$ cat config.mk
export PLATFORM = sky130hd
export DESIGN_NAME = csr_spmv_ctrl
export DESIGN_NICKNAME = d
export VERILOG_FILES = /design/src/design/csr_spmv_pkg.sv /design/src/design/csr_spmv_ctrl.sv
export SDC_FILE = /design/constraint.sdc
export NUM_CORES = 1
export LEC_CHECK = 0
export CORE_AREA = 2 2 39 41
export CTS_BUF_LIST = sky130_fd_sc_hd__clkbuf_8
export DETAILED_ROUTE_END_ITERATION = 16
export DIE_AREA = 0 0 41 43
export DONT_BUFFER_PORTS = 1
export GPL_TIMING_DRIVEN = 0
export PLACE_DENSITY = 0.3
export SYNTH_ARGS = -nofsm -noshare
export SYNTH_HDL_FRONTEND = slang
export SYNTH_SLANG_ARGS = --single-unit
export TNS_END_PERCENT = 50
$ cat constraint.sdc
create_clock -name clk -period 1.6 [get_ports clk]
set_input_delay 0.08 -clock clk [delete_from_list [all_inputs] [get_ports clk]]
set_output_delay 0.08 -clock clk [all_outputs]
set_load 0.02 [all_outputs]
$ cat src/design/csr_spmv_pkg.sv
// csr_spmv_pkg: shared types and constants for the csr sparse matrix-vector engine
// used by the controller, datapath, top level and checker; no dependencies
package csr_spmv_pkg;

    localparam int KIND_W    = 2;
    localparam int INDEX_W   = 10;
    localparam int VALUE_W   = 32;
    localparam int ROW_W     = 16;
    localparam int SUM_W     = 64;
    localparam int PROD_W    = 2 * VALUE_W;

    // widths of the stream words and the span of the index field
    localparam int S_DATA_W  = 48;
    localparam int M_DATA_W  = ROW_W + SUM_W;
    localparam int INDEX_SPAN = 2 ** INDEX_W;

    localparam int VECTOR_DEPTH_DEF = 1024;
    localparam int MAX_ROWS_DEF     = 65536;

    localparam logic [KIND_W-1:0] KIND_LOAD    = 2'd0;
    localparam logic [KIND_W-1:0] KIND_NONZERO = 2'd1;
    localparam logic [KIND_W-1:0] KIND_CLOSE   = 2'd2;
    localparam logic [KIND_W-1:0] KIND_UNUSED  = 2'd3;

    typedef struct packed {
        logic capture;      // latch operands of an accepted word
        logic write_vec;    // store a vector entry
        logic read_vec;     // look up the vector entry for a nonzero
        logic clear_prod;   // empty-row close adds nothing
        logic multiply;
        logic accumulate;
        logic finish;       // emit row and clear accumulator
    } csr_spmv_cmd_t;

    typedef struct packed {
        logic row_done;
        logic out_busy;
    } csr_spmv_status_t;

endpackage

$ cat src/design/csr_spmv_ctrl.sv
// csr_spmv_ctrl: sequencing state machine for the sparse matrix-vector engine
// depends on csr_spmv_pkg
module csr_spmv_ctrl (
    input  logic                                  clk,
    input  logic                                  rst_n,
    input  logic                                  in_valid,
    input  logic [csr_spmv_pkg::KIND_W-1:0]       in_kind,
    output logic                                  in_ready,
    input  csr_spmv_pkg::csr_spmv_status_t        status,
    output csr_spmv_pkg::csr_spmv_cmd_t           cmd
);

    typedef enum logic [1:0] {
        ST_IDLE,
        ST_READ,
        ST_ACCUM
    } state_t;

    state_t state_reg;
    state_t state_next;
    logic   accept;

    assign in_ready = (state_reg == ST_IDLE);
    assign accept   = in_valid && in_ready;

    always_comb
    begin
        state_next = state_reg;
        cmd        = '0;
        unique case (state_reg)
            ST_IDLE:
            begin
                if (accept)
                begin
                    cmd.capture = 1'b1;
                    unique case (in_kind)
                        csr_spmv_pkg::KIND_LOAD:
                        begin
                            cmd.write_vec = 1'b1;
                        end
                        csr_spmv_pkg::KIND_NONZERO:
                        begin
                            cmd.read_vec = 1'b1;
                            state_next   = ST_READ;
                        end
                        csr_spmv_pkg::KIND_CLOSE:
                        begin
                            cmd.clear_prod = 1'b1;
                            state_next     = ST_ACCUM;
                        end
                        default:
                        begin
                            state_next = ST_IDLE;
                        end
                    endcase
                end
            end
            ST_READ:
            begin
                cmd.multiply = 1'b1;
                state_next   = ST_ACCUM;
            end
            ST_ACCUM:
            begin
                // a finished row waits here until the output register frees up
                if (!(status.row_done && status.out_busy))
                begin
                    cmd.accumulate = 1'b1;
                    cmd.finish     = status.row_done;
                    state_next     = ST_IDLE;
                end
            end
            default:
            begin
                state_next = ST_IDLE;
            end
        endcase
    end

    always_ff @(posedge clk or negedge rst_n)
    begin
        if (!rst_n)
        begin
            state_reg <= ST_IDLE;
        end
        else
        begin
            state_reg <= state_next;
        end
    end

endmodule

# After elaboration in Yosys (flattened, before gate mapping)
# Index checks and enable logic that the tools add are counted.
# W data, S select, Z words.
# word_totals
reg_bits,2
output_inout_bits,8
# classes
eq_ne,7
n_mux,12
reduce_logical,5
# op_table
operator,count
$pmux W2 S3,2
$mux W2,4
$mux W4,2
$eq A2 B1 Y1 const B,2
$eq A2 B2 Y1 const B,2
$logic_not A2 Y1,2
$mux W1,4
$ne A2 B2 Y1 const B,2
$reduce_and A3 Y1,1
$logic_and A1 B1 Y1,2
$ne A2 B1 Y1 const B,1

# Logic depth before layout (Yosys ltp)
# Gate-level depths: netlist of the first run.
# depth
word_depth,4
depth_mapped,2
depth_no_buf,2

# Worst setup path before layout of the first run
# OpenSTA, ideal clock, no wires.
# synth_timing
path_kind,register to output
startpoint,register state_reg[0]
endpoint,output cmd[4] (netlist name)
arrival_time_ps,1349
required_ps,1520
slack_ps,171
path_stages_with_launch,3
n_path_buf,0
cell_sequence,dfrtp_1 > or3b_4 > nor3b_1
# synth_rtl
item,line,source
from (decl),csr_spmv_ctrl.sv:19,state_t state_reg;
from (signal assigned),csr_spmv_ctrl.sv:88,state_reg <= state_next;
to (decl),csr_spmv_ctrl.sv:10,output csr_spmv_pkg::csr_spmv_cmd_t cmd

==> results of run 1 <==
## timing repair
item	CTS	global route
cloned	0	0
resized for setup	0	3
endpoints found under the setup margin	3	3
pin swaps	0	0
hold buffers	2	0
hold endpoints to repair	3	0
## area by class of cell
cell class | instances | area share, %
inverters | 1 | 1.56
well taps | 16 | 8.33
flip-flops and latches | 2 | 20.8
clock buffers | 3 | 17.2
repair buffers | 2 | 8.33
multi-input cells | 13 | 43.8
## synth_stat cells
cell and count:
sky130_fd_sc_hd__a21oi_1 1, sky130_fd_sc_hd__a22oi_1 1, sky130_fd_sc_hd__dfrtp_1 2, sky130_fd_sc_hd__inv_1 1, sky130_fd_sc_hd__nand2b_1 1, sky130_fd_sc_hd__nand3b_1 2
sky130_fd_sc_hd__nor2_1 1, sky130_fd_sc_hd__nor2b_1 1, sky130_fd_sc_hd__nor3_1 1, sky130_fd_sc_hd__nor3b_1 4, sky130_fd_sc_hd__or3b_4 1
## logic make-up (layout without fill, tap and decap cells)
kind of cell    after synthesis  after routing  synth area share (%)
flops                         2              2                  34.8
compound gates                2              2                  8.69
buf+inv                       1              6                  2.61
simple gates                 11             11                  53.9
## worst register-to-register path, cell delays in order (launching register included)
cell and delay, ns:
sky130_fd_sc_hd__dfrtp_1 0.40, sky130_fd_sc_hd__or3b_4 0.45, sky130_fd_sc_hd__nor3b_1 0.25
## layer usage
metal | vias up | global-route usage (%)
met5 | - | 0
met4 | 0 | 8.00
met3 | 0 | 7.85
met2 | 16 | 4.38
met1 | 58 | 5.75
li1 | 69 | -
## through the flow
step	setup WS, ns	hold slack (ns)	util [%]	power [mW]
6_report	0.0842	0.0436	17.4	0.421
2_1_floorplan	0.171	-0.216	-	0.201
4_1_cts	-0.118	0.0360	16.3	0.424
3_3_place_gp	0.117	-0.216	11.8	0.215
3_5_place_dp	0.104	-0.216	11.8	0.215
5_1_grt	0.0449	0.0460	17.4	0.443
## worst min-delay path by stage
stage | slack (ns) | to | cells after the start
CTS | 0.04 | state_reg[0] | 1
finish | 0.04 | state_reg[0] | 1
global route | 0.05 | state_reg[0] | 1
detailed placement | -0.22 | state_reg[1] | 0
global placement | -0.22 | state_reg[1] | 0
floorplan | -0.22 | state_reg[0] | 0
## power by group
part	switching [mW]	internal, mW
clock	0.0370	0.159
sequential	0.0185	0.0662
combinational	0.101	0.0402
==> flow_summary.json, run 1 <==
{
  "run_status": "complete, no violations",
  "routed_wire_length_um": 386,
  "post_layout_nonfiller_instances": 37,
  "timing.setup.tns_ns": 0,
  "hold_start": "in_kind[0]",
  "reg2reg_from": "state_reg[0]",
  "layout-drive-gt1-share_pct": 33.3,
  "rsz_0062_raised_after_global_routing": "false",
  "worstPathMaxFanout": 5,
  "syn-instance-count": 16,
  "die_width_um": 41,
  "largest_net_degree_at_the_start_of_global_routing": 6,
  "met2_length_um": 121,
  "dpl_hpwl_um": 285,
  "cts_root_buf": "sky130_fd_sc_hd__clkbuf_8",
  "final.min_clock_period_ns": 1.52,
  "core_region_area_um2": 1380,
  "avgRoutedWirePerCell_um": 10.4,
  "vdd.ir_drop.worst_mv": 0.278,
  "dieArea_um2": 1760,
  "cts.repair_timing.setup_buffer_count": 0,
  "numCtsBuffers": 3,
  "fmax_mhz": 660,
  "yosys_warnings": 0,
  "post-route-drc-count": 0,
  "nFillCells": 153,
  "grt_antenna_before_repair": 0,
  "timing.critical_path.required_ns": 1.52,
  "finalCritPeriodShare_pct": 94.7,
  "syn_nets": 23,
  "ios": 15,
  "critPathCaptureType": "primary output",
  "cp-endpoint": "cmd[4]",
  "finalHoldViolations": 0,
  "first_global_vias": 149,
  "grtUsageTotal_pct": 5.91,
  "top_layer_used": "met3",
  "final_common_cell": "sky130_fd_sc_hd__clkbuf_8",
  "setup_viol": 0,
  "worst-r2r-cell-count": 2,
  "maxSlewHeadroom_pct": 55.7,
  "clk_pin_slew_ns": 0.03,
  "detail-route-antenna-nets": 0,
  "timing.setup.critical_path_class": "flip-flop to primary output",
  "antenna_cells_inserted": 0,
  "crit-reg2reg-capture": "state_reg[0]",
  "timing.critical_path.buf_inv": 0,
  "slew_viol_final": 0,
  "clock_tree.htree_level_count": 1,
  "syn_area_per_cell_um2": 8.99,
  "power_per_cell_area_nw_per_um2": 1750,
  "yosys.area.top_type": "sky130_fd_sc_hd__dfrtp_1",
  "tritonroute_pass_1_iters": 2,
  "power.leakage_nw": 0.0923,
  "initial_utilization_pct": 10.4,
  "cts_tree": "done",
  "met1_length_um": 170,
  "post-synth-top-area-fraction_pct": 34.8,
  "via_per_inst": 3.86,
  "crit_slowest_cell": "sky130_fd_sc_hd__or3b_4",
  "clock_sinks": 2,
  "timing.max_cap.violations": 0,
  "crit_path_cell_trace": "or3b_4, nor3b_2",
  "num_rows": 14,
  "tightest_slew_ns": 0.663,
  "number_of_instances_in_the_placed_design": 32,
  "setup.worst_path.start_class": "flip-flop",
  "place_area_um2": 164,
  "register_area_um2": 50.0,
  "multiInputGateArea_um2": 105,
  "largest_reg_flops": 2,
  "design.final.nets": 30,
  "netlist_area_um2": 144,
  "syn2layout_area_growth_pct": 67.0,
  "gp_routability_congestion": 0.602,
  "yosys-top-cells-area": "sky130_fd_sc_hd__dfrtp_1 35%, sky130_fd_sc_hd__nor3b_1 21%, sky130_fd_sc_hd__nand3b_1 10%",
  "dr_wl_met3_um": 94,
  "clk-insertion-delay-late_ns": 0.21,
  "aggregate_global_routing_overflow": 0,
  "synth_cell_types": 11,
  "critical-path-max-stage-delay_ns": 0.45,
  "max-clock-path-buffers": 2,
  "worst_setup_path_startpoint": "state_reg[0]",
  "path_delay_family": "simple AND/OR/NAND/NOR gates",
  "finish.instance_area_um2": 240,
  "number_of_port_buffers": 0,
  "worstPathArrival_ns": 1.44,
  "seq_total_area_yosys_pct": 34.8,
  "die_height_um": 43,
  "grt_pass1_wl_um": 552,
  "hold_class": "primary input to flip-flop",
  "yosys_register_bits": 2,
  "worst_clock_skew_ns": 0.000789,
  "routed-via-count": 143,
  "detailedRoute.firstIterationViolations": 7,
  "ff2ff_setup_slack_ns": 0.41,
  "worstSetupPathDepth": 2
}
Note: power is estimated with default switching activity, not from simulation.
==> inputs of run 2 (changes only) <==
- clock period: 1.6 -> 1.9 ns (I/O delays scaled with it)
==> flow_summary.json, run 2 (synthesized netlist as in run 1, its figures left out) <==
{
  "run_status": "complete, no violations",
  "worst_hold_check_slack_ns": 0.0592,
  "slew_viol_final": 0,
  "maxSlewHeadroom_pct": 53.9,
  "worstPathArrival_ns": 1.63,
  "report.power.total_mw": 0.350,
  "via_per_inst": 3.86,
  "ios": 15,
  "detail-route-antenna-nets": 0,
  "number_of_port_buffers": 0,
  "grt.busiest_layer": "met4",
  "post_layout_nonfiller_instances": 37,
  "timing.setup.critical_path_class": "flip-flop to primary output",
  "setup.worst_path.start_class": "flip-flop",
  "worst_slack_ns": 0.179,
  "timing.max_cap.violations": 0,
  "layout_common_cells": "4 x sky130_fd_sc_hd__nor3b_1, 3 x sky130_fd_sc_hd__clkbuf_8, 2 x sky130_fd_sc_hd__nand3b_1, 2 x sky130_fd_sc_hd__dlygate4sd3_1, 2 x sky130_fd_sc_hd__dfrtp_1",
  "largest_net_degree_at_the_start_of_global_routing": 6,
  "num_rows": 14,
  "dieArea_um2": 1760,
  "fmax_mhz": 581,
  "critPathCaptureType": "primary output",
  "core_region_area_um2": 1380,
  "aggregate_global_routing_overflow": 0,
  "worstPathMaxFanout": 5,
  "syn2layout_area_growth_pct": 56.5,
  "grtUsageTotal_pct": 5.91,
  "routed-via-count": 143,
  "worst_clock_skew_ns": 0.000797,
  "tightest_slew_ns": 0.690,
  "rsz_0062_raised_after_global_routing": "false",
  "grt_pass1_wl_um": 552,
  "first_global_vias": 149,
  "die_height_um": 43,
  "largest_reg_flops": 2,
  "power_per_cell_area_nw_per_um2": 1550,
  "numCtsBuffers": 3,
  "grt_antenna_before_repair": 0,
  "clk_pin_slew_ns": 0.03,
  "antenna_cells_inserted": 0,
  "cts.repair_timing.setup_buffer_count": 0,
  "design.final.nets": 30,
  "routed_wire_length_um": 387,
  "clk-insertion-delay-late_ns": 0.21,
  "finalCritPeriodShare_pct": 90.6,
  "cts_tree": "done",
  "avgRoutedWirePerCell_um": 10.5,
  "grt_use_met1_pct": 5.75,
  "cts-resized-gates": 0,
  "layout-drive-gt1-share_pct": 19.0,
  "dpl_hpwl_um": 285,
  "hold_class": "primary input to flip-flop",
  "finalHoldViolations": 0,
  "final_common_cell": "sky130_fd_sc_hd__nor3b_1",
  "dpl_worst_slack_ns": 0.389,
  "gp_routability_congestion": 0.602,
  "clock_tree.htree_level_count": 1,
  "grt.met2_usage_pct": 4.38,
  "setup_viol": 0,
  "initial_utilization_pct": 10.4,
  "tritonroute_pass_1_iters": 3,
  "nFillCells": 157,
  "number_of_instances_in_the_placed_design": 32,
  "post-route-drc-count": 0,
  "timing.critical_path.required_ns": 1.80,
  "detailedRoute.firstIterationViolations": 11,
  "clock_sinks": 2,
  "max-clock-path-buffers": 2,
  "cts_root_buf": "sky130_fd_sc_hd__clkbuf_8",
  "die_width_um": 41,
  "vdd.ir_drop.worst_mv": 0.228,
  "power.leakage_nw": 0.0881,
  "grt_use_met3_pct": 7.85,
  "timing.setup.tns_ns": 0,
  "final.min_clock_period_ns": 1.72
}
[run 2: cell counts in the layout (fill, tap and decap cells not counted)]
Identical to the previous run, type by type.
[run 2: what timing repair did]
action | in CTS | in global routing
hold buffers | 2 | 0
hold endpoints to repair | 3 | 0
setup endpoints to repair | 0 | 0
[run 2: worst paths after layout]
check                                     to  slack (ns)         start  cells past startpoint
max in group asynchronous       state_reg[0]        1.65         rst_n                      1
worst max register to register  state_reg[0]        0.72  state_reg[0]                      2
worst max-delay path                  cmd[4]        0.18  state_reg[0]                      2
worst min-delay path            state_reg[0]        0.06    in_kind[0]                      1
worst min register to register  state_reg[1]        0.53  state_reg[1]                      1
min in group asynchronous       state_reg[1]        0.12         rst_n                      1
[run 2: layout make-up]
class / count / area [um^2] / share of cell area (%)
Inverter: 1 / 3.75 / 1.67
Tap cell: 16 / 20.0 / 8.89
Timing Repair Buffer: 2 / 20.0 / 8.89
Clock buffer: 3 / 41.3 / 18.3
Sequential cell: 2 / 50.0 / 22.2
Multi-Input combinational cell: 13 / 90.1 / 40.0
[run 2: critical path: stages, from the launching register on]
cell and delay [ns]:
sky130_fd_sc_hd__dfrtp_1 0.40, sky130_fd_sc_hd__or3b_4 0.44, sky130_fd_sc_hd__nor3b_1 0.59
[run 2: stage by stage]
step | utilization, % | area, um^2
floorplan | - | 144
global placement | 11.8 | 164
detailed placement | 11.8 | 164
CTS | 16.3 | 225
global route | 16.3 | 225
finish | 16.3 | 225
[run 2: where the power goes]
group / switching (mW) / total (mW) / internal (mW)
logic: 0.0815 / 0.113 / 0.0319
clock network: 0.0311 / 0.165 / 0.134
registers: 0.0156 / 0.0714 / 0.0558
total: 0.128 / 0.350 / 0.221
[run 2: metal layers]
metal  share of wire, %  vias up
li1                   -       69
met1                 44       58
met2                 31       16
met3                 25        0
met4                  0        0
met5                  0        -
==> inputs of run 3 (changes only) <==
- HOLD_SLACK_MARGIN: default -> 0.06
==> flow_summary.json, run 3 (synthesized netlist as in run 1, its figures left out) <==
{
  "run_status": "complete, no violations",
  "initial_utilization_pct": 10.4,
  "number_of_instances_in_the_placed_design": 32,
  "worst_hold_check_slack_ns": 0.0664,
  "layout_common_cells": "4 x sky130_fd_sc_hd__nor3b_1, 3 x sky130_fd_sc_hd__clkbuf_8, 3 x sky130_fd_sc_hd__dlygate4sd3_1",
  "layout-drive-gt1-share_pct": 18.2,
  "tightest_slew_ns": 0.690,
  "aggregate_global_routing_overflow": 0,
  "timing.max_cap.violations": 0,
  "dpl_hpwl_um": 285,
  "grtUsageTotal_pct": 5.91,
  "die_height_um": 43,
  "avgRoutedWirePerCell_um": 10.1,
  "worst_slack_ns": 0.179,
  "syn2layout_area_growth_pct": 63.5,
  "max-clock-path-buffers": 2,
  "largest_net_degree_at_the_start_of_global_routing": 6,
  "clk_pin_slew_ns": 0.03,
  "dpl_worst_slack_ns": 0.389,
  "detailedRoute.firstIterationViolations": 11,
  "hold_class": "primary input to flip-flop",
  "place_area_um2": 164,
  "finish.instance_area_um2": 235,
  "setup_viol": 0,
  "utilization_after_layout_pct": 17.0,
  "post_layout_nonfiller_instances": 38,
  "ios": 15,
  "num_rows": 14,
  "timing.setup.critical_path_class": "flip-flop to primary output",
  "worstPathArrival_ns": 1.63,
  "rsz_0062_raised_after_global_routing": "false",
  "grt_antenna_before_repair": 0,
  "dieArea_um2": 1760,
  "antenna_cells_inserted": 0,
  "vdd.ir_drop.worst_mv": 0.227,
  "finalHoldViolations": 0,
  "fmax_mhz": 581,
  "timing.setup.tns_ns": 0,
  "crit_slowest_cell": "sky130_fd_sc_hd__nor3b_1",
  "gp_routability_congestion": 0.602,
  "final.min_clock_period_ns": 1.72,
  "worst_clock_skew_ns": 0.000701,
  "maxSlewHeadroom_pct": 53.9,
  "worstPathMaxFanout": 5,
  "cts_root_buf": "sky130_fd_sc_hd__clkbuf_8",
  "finalCritPeriodShare_pct": 90.6,
  "final_common_cell": "sky130_fd_sc_hd__nor3b_1",
  "via_per_inst": 3.82,
  "routed-via-count": 145,
  "timing.critical_path.required_ns": 1.80,
  "design.final.nets": 31,
  "first_global_vias": 152,
  "post-route-drc-count": 0,
  "clock_sinks": 2,
  "critical-path-max-stage-delay_ns": 0.59,
  "crit_path_cell_trace": "or3b_4, nor3b_1",
  "clk-insertion-delay-late_ns": 0.21,
  "clock_tree.htree_level_count": 1,
  "critPathCaptureType": "primary output",
  "grt_pass1_wl_um": 558,
  "report.power.total_mw": 0.352,
  "number_of_port_buffers": 0,
  "die_width_um": 41,
  "tritonroute_pass_1_iters": 3,
  "nFillCells": 159,
  "core_region_area_um2": 1380,
  "slew_viol_final": 0,
  "numCtsBuffers": 3,
  "detail-route-antenna-nets": 0,
  "power.leakage_nw": 0.0946,
  "largest_reg_flops": 2,
  "cts_tree": "done",
  "routed_wire_length_um": 384,
  "setup.worst_path.start_class": "flip-flop",
  "power_per_cell_area_nw_per_um2": 1500
}
run 3: report_power, final:
group	internal, mW	total (mW)	switching (mW)	leakage, nW
combinational	0.0342	0.116	0.0816	0.0470
sequential	0.0558	0.0713	0.0156	0.0261
clock	0.134	0.165	0.0311	0.0216
run 3: metal layers:
metal | vias up | GRT usage (%) | wire, um
met3 | 0 | 7.85 | 96
met1 | 58 | 5.75 | 168
li1 | 71 | - | -
met2 | 16 | 4.38 | 119
met5 | - | 0 | 0
met4 | 0 | 8.00 | 0
run 3: area by class of cell:
cell class / instances / area [um^2] / area share [%]
Multi-Input combinational cell: 13 / 90.1 / 38.3
Sequential cell: 2 / 50.0 / 21.3
Clock buffer: 3 / 41.3 / 17.6
Tap cell: 16 / 20.0 / 8.51
Timing Repair Buffer: 3 / 30.0 / 12.8
Inverter: 1 / 3.75 / 1.60
run 3: what timing repair did:
| item | in CTS | in global routing |
|---|---|---|
| resized for setup | 0 | 0 |
| buffers inserted | 0 | 0 |
| endpoints found under the hold margin | 3 | 0 |
| hold buffers | 3 | 0 |
run 3: final timing paths:
path,start,endpoint,slack (ns),depth (start not counted)
max in group asynchronous,rst_n,state_reg[0],1.65,1
worst max register to register,state_reg[0],state_reg[0],0.23,3
worst max-delay path,state_reg[0],cmd[4],0.18,2
worst min register to register,state_reg[1],state_reg[1],0.53,1
min in group asynchronous,rst_n,state_reg[1],0.12,1
worst min-delay path,status[1],state_reg[1],0.07,2
run 3: critical path, delay by kind of cell (launching register included):
kind          cells  cell delay (ns)
simple gates      2             1.03
flops             1             0.40
